### config.mk
export PLATFORM = sky130hd
export DESIGN_NAME = tilt_lean_tracker_unit
export DESIGN_NICKNAME = d
export VERILOG_FILES = /design/src/tlt_pkg.sv /design/src/tlt_ctrl.sv /design/src/tlt_dp.sv /design/src/tilt_lean_tracker_unit.sv
export SDC_FILE = /design/constraint.sdc
export NUM_CORES = 2
export LEC_CHECK = 0
export ABC_AREA = 1
export BUFFER_PORTS_ARGS = -buffer_cell sky130_fd_sc_hd__buf_2
export CORE_MARGIN = 2
export CORE_UTILIZATION = 58
export DETAILED_ROUTE_END_ITERATION = 8
export GPL_ROUTABILITY_DRIVEN = 0
export PLACE_DENSITY = 0.77
export SKIP_LAST_GASP = 1
export SYNTH_ARGS = -nofsm -noshare
export SYNTH_HDL_FRONTEND = slang
export SYNTH_SLANG_ARGS = --single-unit
### constraint.sdc
create_clock -name clk -period 9.99 [get_ports clk]
set_input_delay 1.998 -clock clk [delete_from_list [all_inputs] [get_ports clk]]
set_output_delay 1.998 -clock clk [all_outputs]
set_load 0.05 [all_outputs]
### src/tlt_pkg.sv
// ----------------------------------------------------------------------------
// tlt_pkg
// Shared types, constants and helper functions for the tilt lean tracker.
// ----------------------------------------------------------------------------
package tlt_pkg;

    localparam int CAL_SAMPLES_DEF  = 200;
    localparam int CORDIC_STEPS_DEF = 16;

    localparam int CNT_W  = 5;   // step counter, covers the CORDIC steps
    localparam int DIV_W  = 24;  // divider dividend width
    localparam int CRD_W  = 27;  // CORDIC x/y width
    localparam int ANG_W  = 24;  // CORDIC angle accumulator, 2^-14 degree

    localparam int ANG_MAX   = 11520;
    localparam int DEAD_ZONE = 64;
    localparam int IIR_GAIN  = 38;
    localparam int QUARTER   = 90 * 16384;

    // Gravity band in squared raw units: moving when mag2 < MAG_LO or mag2 > MAG_HI
    localparam longint MAG_LO_L = (64'd866761 * 64'd65536 + 64'd9999) / 64'd10000;
    localparam longint MAG_HI_L = (64'd1062961 * 64'd65536) / 64'd10000;
    localparam logic [31:0] MAG_LO = 32'(MAG_LO_L);
    localparam logic [31:0] MAG_HI = 32'(MAG_HI_L);

    typedef struct packed {
        logic             load;
        logic             cordic_step;
        logic             post;
        logic             div_init;
        logic             div_step;
        logic             out_load;
        logic [CNT_W-1:0] idx;
    } cmd_t;

    typedef struct packed {
        logic need_div;
    } status_t;

    // atan(2^-i) in 2^-14 degree
    function automatic logic signed [ANG_W-1:0] atan_entry(input logic [CNT_W-1:0] i);
        logic signed [ANG_W-1:0] v;
        case (i)
            5'd0:    v = 24'sd737280;
            5'd1:    v = 24'sd435242;
            5'd2:    v = 24'sd229970;
            5'd3:    v = 24'sd116736;
            5'd4:    v = 24'sd58595;
            5'd5:    v = 24'sd29326;
            5'd6:    v = 24'sd14667;
            5'd7:    v = 24'sd7334;
            5'd8:    v = 24'sd3667;
            5'd9:    v = 24'sd1833;
            5'd10:   v = 24'sd917;
            5'd11:   v = 24'sd458;
            5'd12:   v = 24'sd229;
            5'd13:   v = 24'sd115;
            5'd14:   v = 24'sd57;
            5'd15:   v = 24'sd29;
            5'd16:   v = 24'sd14;
            5'd17:   v = 24'sd7;
            5'd18:   v = 24'sd4;
            5'd19:   v = 24'sd2;
            5'd20:   v = 24'sd1;
            default: v = 24'sd0;
        endcase
        return v;
    endfunction

    function automatic logic signed [15:0] clamp_ang(input logic signed [24:0] v);
        logic signed [15:0] r;
        if (v > 25'sd11520)
            r = 16'sd11520;
        else if (v < -25'sd11520)
            r = -16'sd11520;
        else
            r = v[15:0];
        return r;
    endfunction

endpackage

### src/tlt_ctrl.sv
// ----------------------------------------------------------------------------
// tlt_ctrl
// Sequencer: CORDIC iterations, post step, offset divider, output handoff.
// ----------------------------------------------------------------------------
module tlt_ctrl #(
    parameter int CORDIC_STEPS = tlt_pkg::CORDIC_STEPS_DEF
) (
    input  logic             clk,
    input  logic             rst_n,
    input  logic             in_valid,
    output logic             in_stall,
    output logic             out_valid,
    input  logic             out_stall,
    input  tlt_pkg::status_t status,
    output tlt_pkg::cmd_t    cmd
);

    localparam logic [2:0] S_IDLE   = 3'd0;
    localparam logic [2:0] S_CORDIC = 3'd1;
    localparam logic [2:0] S_POST   = 3'd2;
    localparam logic [2:0] S_DINIT  = 3'd3;
    localparam logic [2:0] S_DIV    = 3'd4;
    localparam logic [2:0] S_FIN    = 3'd5;

    localparam logic [tlt_pkg::CNT_W-1:0] STEP_LAST = tlt_pkg::CNT_W'(CORDIC_STEPS - 1);

    logic [2:0]                state_reg, state_next;
    logic [tlt_pkg::CNT_W-1:0] cnt_reg, cnt_next;
    logic                      out_valid_reg, out_valid_next;
    logic                      out_free;

    assign out_free  = !out_valid_reg || !out_stall;
    assign in_stall  = (state_reg != S_IDLE);
    assign out_valid = out_valid_reg;

    always_comb
    begin
        state_next     = state_reg;
        cnt_next       = cnt_reg;
        out_valid_next = out_valid_reg && out_stall;
        cmd            = '0;
        cmd.idx        = cnt_reg;
        unique case (state_reg)
            S_IDLE:
            begin
                if (in_valid)
                begin
                    cmd.load   = 1'b1;
                    cnt_next   = '0;
                    state_next = S_CORDIC;
                end
            end
            S_CORDIC:
            begin
                cmd.cordic_step = 1'b1;
                cnt_next        = cnt_reg + 1'b1;
                if (cnt_reg == STEP_LAST)
                    state_next = S_POST;
            end
            S_POST:
            begin
                cmd.post   = 1'b1;
                state_next = status.need_div ? S_DINIT : S_FIN;
            end
            S_DINIT:
            begin
                cmd.div_init = 1'b1;
                state_next   = S_DIV;
            end
            S_DIV:
            begin
                cmd.div_step = 1'b1;
                state_next   = S_FIN;
            end
            S_FIN:
            begin
                if (out_free)
                begin
                    cmd.out_load   = 1'b1;
                    out_valid_next = 1'b1;
                    state_next     = S_IDLE;
                end
            end
            default:
            begin
                state_next = S_IDLE;
            end
        endcase
    end

    always_ff @(posedge clk or negedge rst_n)
    begin
        if (!rst_n)
        begin
            state_reg     <= S_IDLE;
            cnt_reg       <= '0;
            out_valid_reg <= 1'b0;
        end
        else
        begin
            state_reg     <= state_next;
            cnt_reg       <= cnt_next;
            out_valid_reg <= out_valid_next;
        end
    end

endmodule

### src/tlt_dp.sv
// ----------------------------------------------------------------------------
// tlt_dp
// Datapath: magnitude test, CORDIC atan2, dead zone, IIR filter, calibration.
// ----------------------------------------------------------------------------
module tlt_dp #(
    parameter int CAL_SAMPLES = tlt_pkg::CAL_SAMPLES_DEF
) (
    input  logic                clk,
    input  logic                rst_n,
    input  logic                cfg_we,
    input  logic                cfg_wdata,
    input  logic                op,
    input  logic signed [15:0]  accel_x,
    input  logic signed [15:0]  accel_y,
    input  logic signed [15:0]  accel_z,
    input  tlt_pkg::cmd_t       cmd,
    output tlt_pkg::status_t    status,
    output logic signed [15:0]  lean_now,
    output logic signed [14:0]  lean_smoothed,
    output logic                moving,
    output logic                calib_done
);

    localparam int W = tlt_pkg::CRD_W;
    localparam int A = tlt_pkg::ANG_W;
    localparam int D = tlt_pkg::DIV_W;
    localparam logic [9:0]   CAL_N    = 10'(CAL_SAMPLES);
    localparam logic [D-1:0] CAL_HALF = D'(CAL_SAMPLES / 2);
    // exact reciprocal for any D-bit dividend: floor(n / N) = (n * M) >> SH
    localparam int           DIV_SH   = D + $clog2(CAL_SAMPLES);
    localparam logic [D+1:0] DIV_M    =
        (D + 2)'(((64'd1 << DIV_SH) + 64'(CAL_SAMPLES - 1)) / 64'(CAL_SAMPLES));

    // configuration and persistent state
    logic                present_reg;
    logic signed [15:0]  smooth_reg, smooth_next;
    logic signed [15:0]  offset_reg, offset_next;
    logic signed [23:0]  sum_reg, sum_next;
    logic [8:0]          count_reg, count_next;

    // per-transaction working registers
    logic                op_reg;
    logic signed [15:0]  ax_reg, ay_reg, az_reg;
    logic                zero_reg;
    logic signed [W-1:0] cx_reg, cy_reg;
    logic signed [A-1:0] z_reg;
    logic [31:0]         mag_reg;
    logic signed [15:0]  raw_reg;
    logic                neg_reg;
    logic [D-1:0]        dvd_reg;

    // output registers
    logic signed [15:0]  lean_now_reg;
    logic signed [14:0]  lean_smoothed_reg;
    logic                moving_reg, done_reg;

    logic signed [W-1:0] cx0, cy0;
    logic signed [A-1:0] z0;
    logic signed [15:0]  sq_sel;
    logic signed [31:0]  sq;
    logic signed [A:0]   z_rnd;
    logic [9:0]          count_inc;
    logic signed [23:0]  sum_add;
    logic [2*D+1:0]      div_prod;
    logic signed [16:0]  lean_u;
    logic signed [17:0]  diff;
    logic signed [23:0]  scaled;
    logic signed [24:0]  s_new;
    logic signed [24:0]  avg;
    logic signed [15:0]  lean_out, smooth_out;
    logic                moving_out, done_out;

    assign count_inc = {1'b0, count_reg} + 10'd1;
    assign sum_add   = sum_reg + 24'(raw_reg);
    assign status.need_div = op_reg && present_reg && (count_inc >= CAL_N);

    // quadrant pre-rotation so that x is non-negative
    always_comb
    begin
        cx0 = W'(accel_y) <<< 8;
        cy0 = W'(accel_x) <<< 8;
        z0  = '0;
        if (accel_y < 0)
        begin
            if (accel_x >= 0)
            begin
                cx0 = W'(accel_x) <<< 8;
                cy0 = -(W'(accel_y) <<< 8);
                z0  = A'(tlt_pkg::QUARTER);
            end
            else
            begin
                cx0 = -(W'(accel_x) <<< 8);
                cy0 = W'(accel_y) <<< 8;
                z0  = -A'(tlt_pkg::QUARTER);
            end
        end
    end

    always_comb
    begin
        case (cmd.idx)
            5'd0:    sq_sel = ax_reg;
            5'd1:    sq_sel = ay_reg;
            default: sq_sel = az_reg;
        endcase
    end
    assign sq = sq_sel * sq_sel;

    assign z_rnd    = (A + 1)'(z_reg) + (A + 1)'(128);
    assign div_prod = (2 * D + 2)'(dvd_reg) * (2 * D + 2)'(DIV_M);

    // final commit of the transaction
    always_comb
    begin
        lean_u      = 17'(raw_reg) - 17'(offset_reg);
        if (lean_u > -17'sd64 && lean_u < 17'sd64)
            lean_u = '0;
        diff        = 18'(lean_u) - 18'(smooth_reg);
        scaled      = (24'(diff) * 24'sd38 + 24'sd128) >>> 8;
        s_new       = 25'(smooth_reg) + 25'(scaled);
        avg         = neg_reg ? -25'($signed({1'b0, dvd_reg})) : 25'($signed({1'b0, dvd_reg}));
        smooth_next = smooth_reg;
        offset_next = offset_reg;
        sum_next    = sum_reg;
        count_next  = count_reg;
        lean_out    = '0;
        moving_out  = 1'b0;
        done_out    = 1'b0;
        if (!op_reg)
        begin
            if (!present_reg)
                smooth_next = '0;
            else
            begin
                lean_out    = lean_u[15:0];
                smooth_next = tlt_pkg::clamp_ang(s_new);
                moving_out  = (mag_reg < tlt_pkg::MAG_LO) || (mag_reg > tlt_pkg::MAG_HI);
            end
        end
        else
        begin
            if (!present_reg)
            begin
                offset_next = '0;
                sum_next    = '0;
                count_next  = '0;
            end
            else
            begin
                lean_out = raw_reg;
                if (status.need_div)
                begin
                    offset_next = tlt_pkg::clamp_ang(avg);
                    smooth_next = '0;
                    sum_next    = '0;
                    count_next  = '0;
                    done_out    = 1'b1;
                end
                else
                begin
                    sum_next   = sum_add;
                    count_next = count_inc[8:0];
                end
            end
        end
        smooth_out = smooth_next;
    end

    always_ff @(posedge clk or negedge rst_n)
    begin
        if (!rst_n)
        begin
            present_reg <= 1'b1;
            smooth_reg  <= '0;
            offset_reg  <= '0;
            sum_reg     <= '0;
            count_reg   <= '0;
        end
        else
        begin
            if (cfg_we)
                present_reg <= cfg_wdata;
            if (cmd.out_load)
            begin
                smooth_reg <= smooth_next;
                offset_reg <= offset_next;
                sum_reg    <= sum_next;
                count_reg  <= count_next;
            end
        end
    end

    always_ff @(posedge clk)
    begin
        if (cmd.load)
        begin
            op_reg   <= op;
            ax_reg   <= accel_x;
            ay_reg   <= accel_y;
            az_reg   <= accel_z;
            zero_reg <= (accel_x == 16'sd0) && (accel_y == 16'sd0);
            cx_reg   <= cx0;
            cy_reg   <= cy0;
            z_reg    <= z0;
            mag_reg  <= '0;
        end
        if (cmd.cordic_step)
        begin
            if (cy_reg > 0)
            begin
                cx_reg <= cx_reg + (cy_reg >>> cmd.idx);
                cy_reg <= cy_reg - (cx_reg >>> cmd.idx);
                z_reg  <= z_reg + tlt_pkg::atan_entry(cmd.idx);
            end
            else
            begin
                cx_reg <= cx_reg - (cy_reg >>> cmd.idx);
                cy_reg <= cy_reg + (cx_reg >>> cmd.idx);
                z_reg  <= z_reg - tlt_pkg::atan_entry(cmd.idx);
            end
            if (cmd.idx < 5'd3)
                mag_reg <= mag_reg + 32'(sq);
        end
        if (cmd.post)
            raw_reg <= zero_reg ? 16'sd0 : tlt_pkg::clamp_ang(25'(z_rnd >>> 8));
        if (cmd.div_init)
        begin
            neg_reg <= sum_add < 0;
            dvd_reg <= ((sum_add < 0) ? D'(-sum_add) : D'(sum_add)) + CAL_HALF;
        end
        // quotient by reciprocal multiply, magnitude rounded half away from zero
        if (cmd.div_step)
            dvd_reg <= D'(div_prod >> DIV_SH);
        if (cmd.out_load)
        begin
            lean_now_reg      <= lean_out;
            lean_smoothed_reg <= smooth_out[14:0];
            moving_reg        <= moving_out;
            done_reg          <= done_out;
        end
    end

    assign lean_now      = lean_now_reg;
    assign lean_smoothed = lean_smoothed_reg;
    assign moving        = moving_reg;
    assign calib_done    = done_reg;

endmodule

### src/tilt_lean_tracker_unit.sv
// ----------------------------------------------------------------------------
// tilt_lean_tracker_unit
// Lean angle from an accelerometer sample with dead zone, IIR smoothing and
// offset calibration.
// ----------------------------------------------------------------------------
// Usage:
//  - Input channel (in_valid/in_stall): op, accel_x/y/z in signed Q8.8.
//    op 0 is a lean update, op 1 a calibration sample.
//  - Output channel (out_valid/out_stall): one transaction per input:
//    lean_now, lean_smoothed, moving, calib_done.
//  - cfg_we/cfg_wdata write sensor_present; write only while idle.
//  - After accept: the CORDIC iterations, the post step, then the output
//    load; a calibration sample that closes the average adds the offset
//    divide (setup, then one reciprocal multiply) before the output load.
//  - A new sample is taken only once the sequencer is back in idle, as the
//    single CORDIC iteration stage is shared (in_stall is high meanwhile).
//  - A finished result sits in the output register; the next sample is taken
//    meanwhile, and it waits at the final step while out_stall holds.
//  - Reset clears filter, offset and calibration sum/count, sets
//    sensor_present to 1 and empties the output register.
// ----------------------------------------------------------------------------
module tilt_lean_tracker_unit #(
    parameter int CAL_SAMPLES  = tlt_pkg::CAL_SAMPLES_DEF,
    parameter int CORDIC_STEPS = tlt_pkg::CORDIC_STEPS_DEF
) (
    input  logic               clk,
    input  logic               rst_n,
    input  logic               cfg_we,
    input  logic               cfg_wdata,
    input  logic               in_valid,
    output logic               in_stall,
    input  logic               op,
    input  logic signed [15:0] accel_x,
    input  logic signed [15:0] accel_y,
    input  logic signed [15:0] accel_z,
    output logic               out_valid,
    input  logic               out_stall,
    output logic signed [15:0] lean_now,
    output logic signed [14:0] lean_smoothed,
    output logic               moving,
    output logic               calib_done
);

    tlt_pkg::cmd_t    cmd;
    tlt_pkg::status_t status;

    // sequencer: owns handshakes and step counts
    tlt_ctrl #(
        .CORDIC_STEPS (CORDIC_STEPS)
    ) u_ctrl (
        .clk       (clk),
        .rst_n     (rst_n),
        .in_valid  (in_valid),
        .in_stall  (in_stall),
        .out_valid (out_valid),
        .out_stall (out_stall),
        .status    (status),
        .cmd       (cmd)
    );

    // datapath: all arithmetic, state and output payload
    tlt_dp #(
        .CAL_SAMPLES (CAL_SAMPLES)
    ) u_dp (
        .clk           (clk),
        .rst_n         (rst_n),
        .cfg_we        (cfg_we),
        .cfg_wdata     (cfg_wdata),
        .op            (op),
        .accel_x       (accel_x),
        .accel_y       (accel_y),
        .accel_z       (accel_z),
        .cmd           (cmd),
        .status        (status),
        .lean_now      (lean_now),
        .lean_smoothed (lean_smoothed),
        .moving        (moving),
        .calib_done    (calib_done)
    );

endmodule

==> reports/qor.csv <==
stage;metric;value;unit
clocking;worstSkewPairLatency;600;ps
timing;setup_viol;7;
drt;wl_per_cell;17.82;um
flow_run;drv_cap;0;
run_status;status;complete, but fails checks;
synthesis;yosys.area.top_type;fa_1;
placed_design;placed_area;51940;um^2
setup_path;worst_path_most_repeated_cell;nand2_1;
timing;rsz0062_at_grt;true;
setup_path;critPathLaunchType;flop;
synthesis;ys_ff_latch;309;
setup_path;crit_buf_inv;8;
floorplanning;start_util;0.5875;
synthesis;synth_top_area_share;0.1955;
clocking;htree_levels;2;
synthesis;synth_edf_count;195;
clocking;cts_tree;done;
synthesis;synth_area;50180;um^2
grt;grt_pass1_wl;223.7;mm
grt;grt.busiest_layer;met2;
layout;fin_nets;7837;
timing;hold_viol_final;0;
setup_path;worstSetupEndpointType;flop;
clocking;path_clk_slew;60;ps
timing;drv_slew;0;
setup_path;cp.required;10300;ps
synthesis;postSynthCellCount;6613;
timing;relSlewSlack;0.2323;
synthesis;avgSynthCellArea;7.589;um^2
grt;grt_use_total;0.3087;
floorplanning;dieArea;88890;um^2
synthesis;synth_cell_types;75;
grt;grt_use_met1;0.4241;
drt;drt-initial-drc-count;4661;
synthesis;synth_ff_type;edfxtp_1;
timing;min_period;10020;ps
placed_design;pre_cts_ws;-406.6;ps
layout;regArea;8516;um^2
synthesis;async_reset_ff_frac;0.2427;
drt;dr.pass1.iters;8;
setup_path;path_max_fanout;8;
timing;period_share;1.003;
setup_path;arrival;10330;ps
timing;fmax;0.09985;GHz
placed_design;port-buffer-count;89;
timing;worst_slack;-25.40;ps
drt;vias_per_cell;5.744;
floorplanning;die_w;298.1;um
layout;utilization;0.6366;
run_status;violations;setup timing;
setup_path;slowest_delay;490;ps
grt;overflow;0;
synthesis;ys_seq_area_frac;0.1697;
layout;final_layout_size_suffix_gt1_frac;0.08302;
drt;antenna_left;0;
drt;num_vias;45250;
layout;area_delta_synth_final;8.347;%
min_path;hold_class;reg -> reg;
drt;routed_wl;140.4;mm
clocking;root_buffer;clkbuf_16;
synthesis;synth_commonest_cells;1442 x nand2_1, 1263 x inv_1, 589 x ha_1;
grt;antenna_found_initial;1;
placed_design;hpwl;111.4;mm
floorplanning;fp-row-count;107;
grt;grt_pass1_vias;43782;
layout;fill_cells;7362;
timing;worstMarginPinSlew;1152;ps
floorplanning;die-height;298.1;um
setup_path;critPathTopFamily;simple AND/OR/NAND/NOR gates;
layout;multi_input_area;36920;um^2
clocking;cts.sinks;309;
floorplanning;ios;90;
synthesis;yosysWarnings;0;
floorplanning;core_region_area;85410;um^2
grt;grt_start_max_net_pins;84;
clocking;cts-buffers-inserted;39;
synthesis;synthTopCellsByArea;fa_1 20%, ha_1 15%, edfxtp_1 12%;
grt;grtUsageMet3;0.04317;
grt;grt.met2_usage;0.5048;
layout;final_cell_area;54370;um^2
setup_path;critical_path_class;reg -> reg;
synthesis;syn_nets;7747;
clocking;cts_buffer_depth;3;
layout;largest_register_ffs;32;
synthesis;synth.most_common_cell;nand2_1;
drt;drc;0;
setup_path;slowest_stage;fa_1;
timing;fin_worst_skew;45.09;ps
[metrics by stage]
step / TNS (ps) / std cells / hold WS (ps)
finish: -92.79 / 7878 / 493.4
floorplan: 0 / 6613 / 448.8
CTS: 0 / 7856 / 490.9
global route: -10810 / 7877 / 512.5
detailed placement: -8692 / 7774 / 476.3
global placement: -1550 / 7774 / 466.2
[cell usage in the layout (no fill, tap or decap), types with 90 or more instances in the layout]
cell type,synthesis,routed
a21oi_1,390,376
buf_4,12,100
edfxtp_1,195,195
fa_1,490,488
ha_1,589,561
inv_1,1263,1253
nand2_1,1442,1421
nand3_1,260,255
nand4_1,90,90
nor2_1,389,377
o21ai_0,352,338
xor2_1,168,153
[layer usage]
| layer | share of wire | wire, um |
|---|---|---|
| met5 | 0 | 0 |
| met2 | 0.46 | 64690 |
| met4 | 0.036 | 5050 |
| met1 | 0.42 | 58520 |
| met3 | 0.087 | 12160 |
[cell type report]
| cell class | instances | area share |
|---|---|---|
| clock buffers | 47 | 0.01963 |
| inverters | 1299 | 0.08972 |
| repair inverters | 1 | 0.0001381 |
| multi-input cells | 4862 | 0.6790 |
| well taps | 1144 | 0.02633 |
| diodes | 1 | 0.00004602 |
| flip-flops and latches | 309 | 0.1566 |
| repair buffers | 191 | 0.02253 |
| clock inverters | 24 | 0.005983 |
[final timing paths]
| kind | from | to | slack [ps] | depth (start not counted) |
|---|---|---|---|---|
| max reg2reg | u_dp.raw_reg[0]$_SDFFCE_PP0N_ | u_dp.lean_smoothed[8]$_DFFE_PP_ | -30 | 62 |
| min in group asynchronous | rst_n | u_dp.smooth_reg[11]$_DFFE_PN0P_ | 1340 | 1 |
| min reg2reg | u_dp.sum_reg[0]$_DFFE_PN0P_ | u_dp.sum_reg[0]$_DFFE_PN0P_ | 490 | 2 |
| max | u_dp.raw_reg[0]$_SDFFCE_PP0N_ | u_dp.lean_smoothed[8]$_DFFE_PP_ | -30 | 62 |
| min | u_dp.sum_reg[0]$_DFFE_PN0P_ | u_dp.sum_reg[0]$_DFFE_PN0P_ | 490 | 2 |
| max in group asynchronous | rst_n | u_ctrl.cnt_reg[0]$_DFFE_PN0P_ | 7520 | 2 |
[kinds of logic (layout without fill, tap and decap cells)]
logic type / count (synthesis) / after routing / share of synthesized area
and+or+nand+nor: 2439 / 2439 / 0.2079
buffers and inverters: 1442 / 1562 / 0.1109
AOI/OAI and AO/OA: 1083 / 1083 / 0.1232
adders and majority gates: 1079 / 1079 / 0.3423
DFF: 309 / 309 / 0.1697
xor gates and xnor gates: 246 / 246 / 0.04308
muxes: 15 / 15 / 0.002992
other: 0 / 1 / 0
[worst reg2reg max path: cells and delay by family (launching register included)]
family,cells,cell delay (ps)
AO/OA/AOI/OAI,15,2440
buffers and inverters,8,660
flip-flops,1,390
adder cells (fa/ha/maj),8,2430
XOR/XNOR,5,1010
AND/OR/NAND/NOR,26,2850
[what timing repair did]
action | in CTS | in global routing
hold buffers | 0 | 0
gates cloned | 0 | 1
setup buffers | 11 | 23
setup endpoints to repair | 28 | 31
resized for setup | 15 | 149
pin swaps | 11 | 63
Power is left out: the tool's default activity adds up to more than one toggle a clock period on the data nets, which glitch-free logic cannot reach.
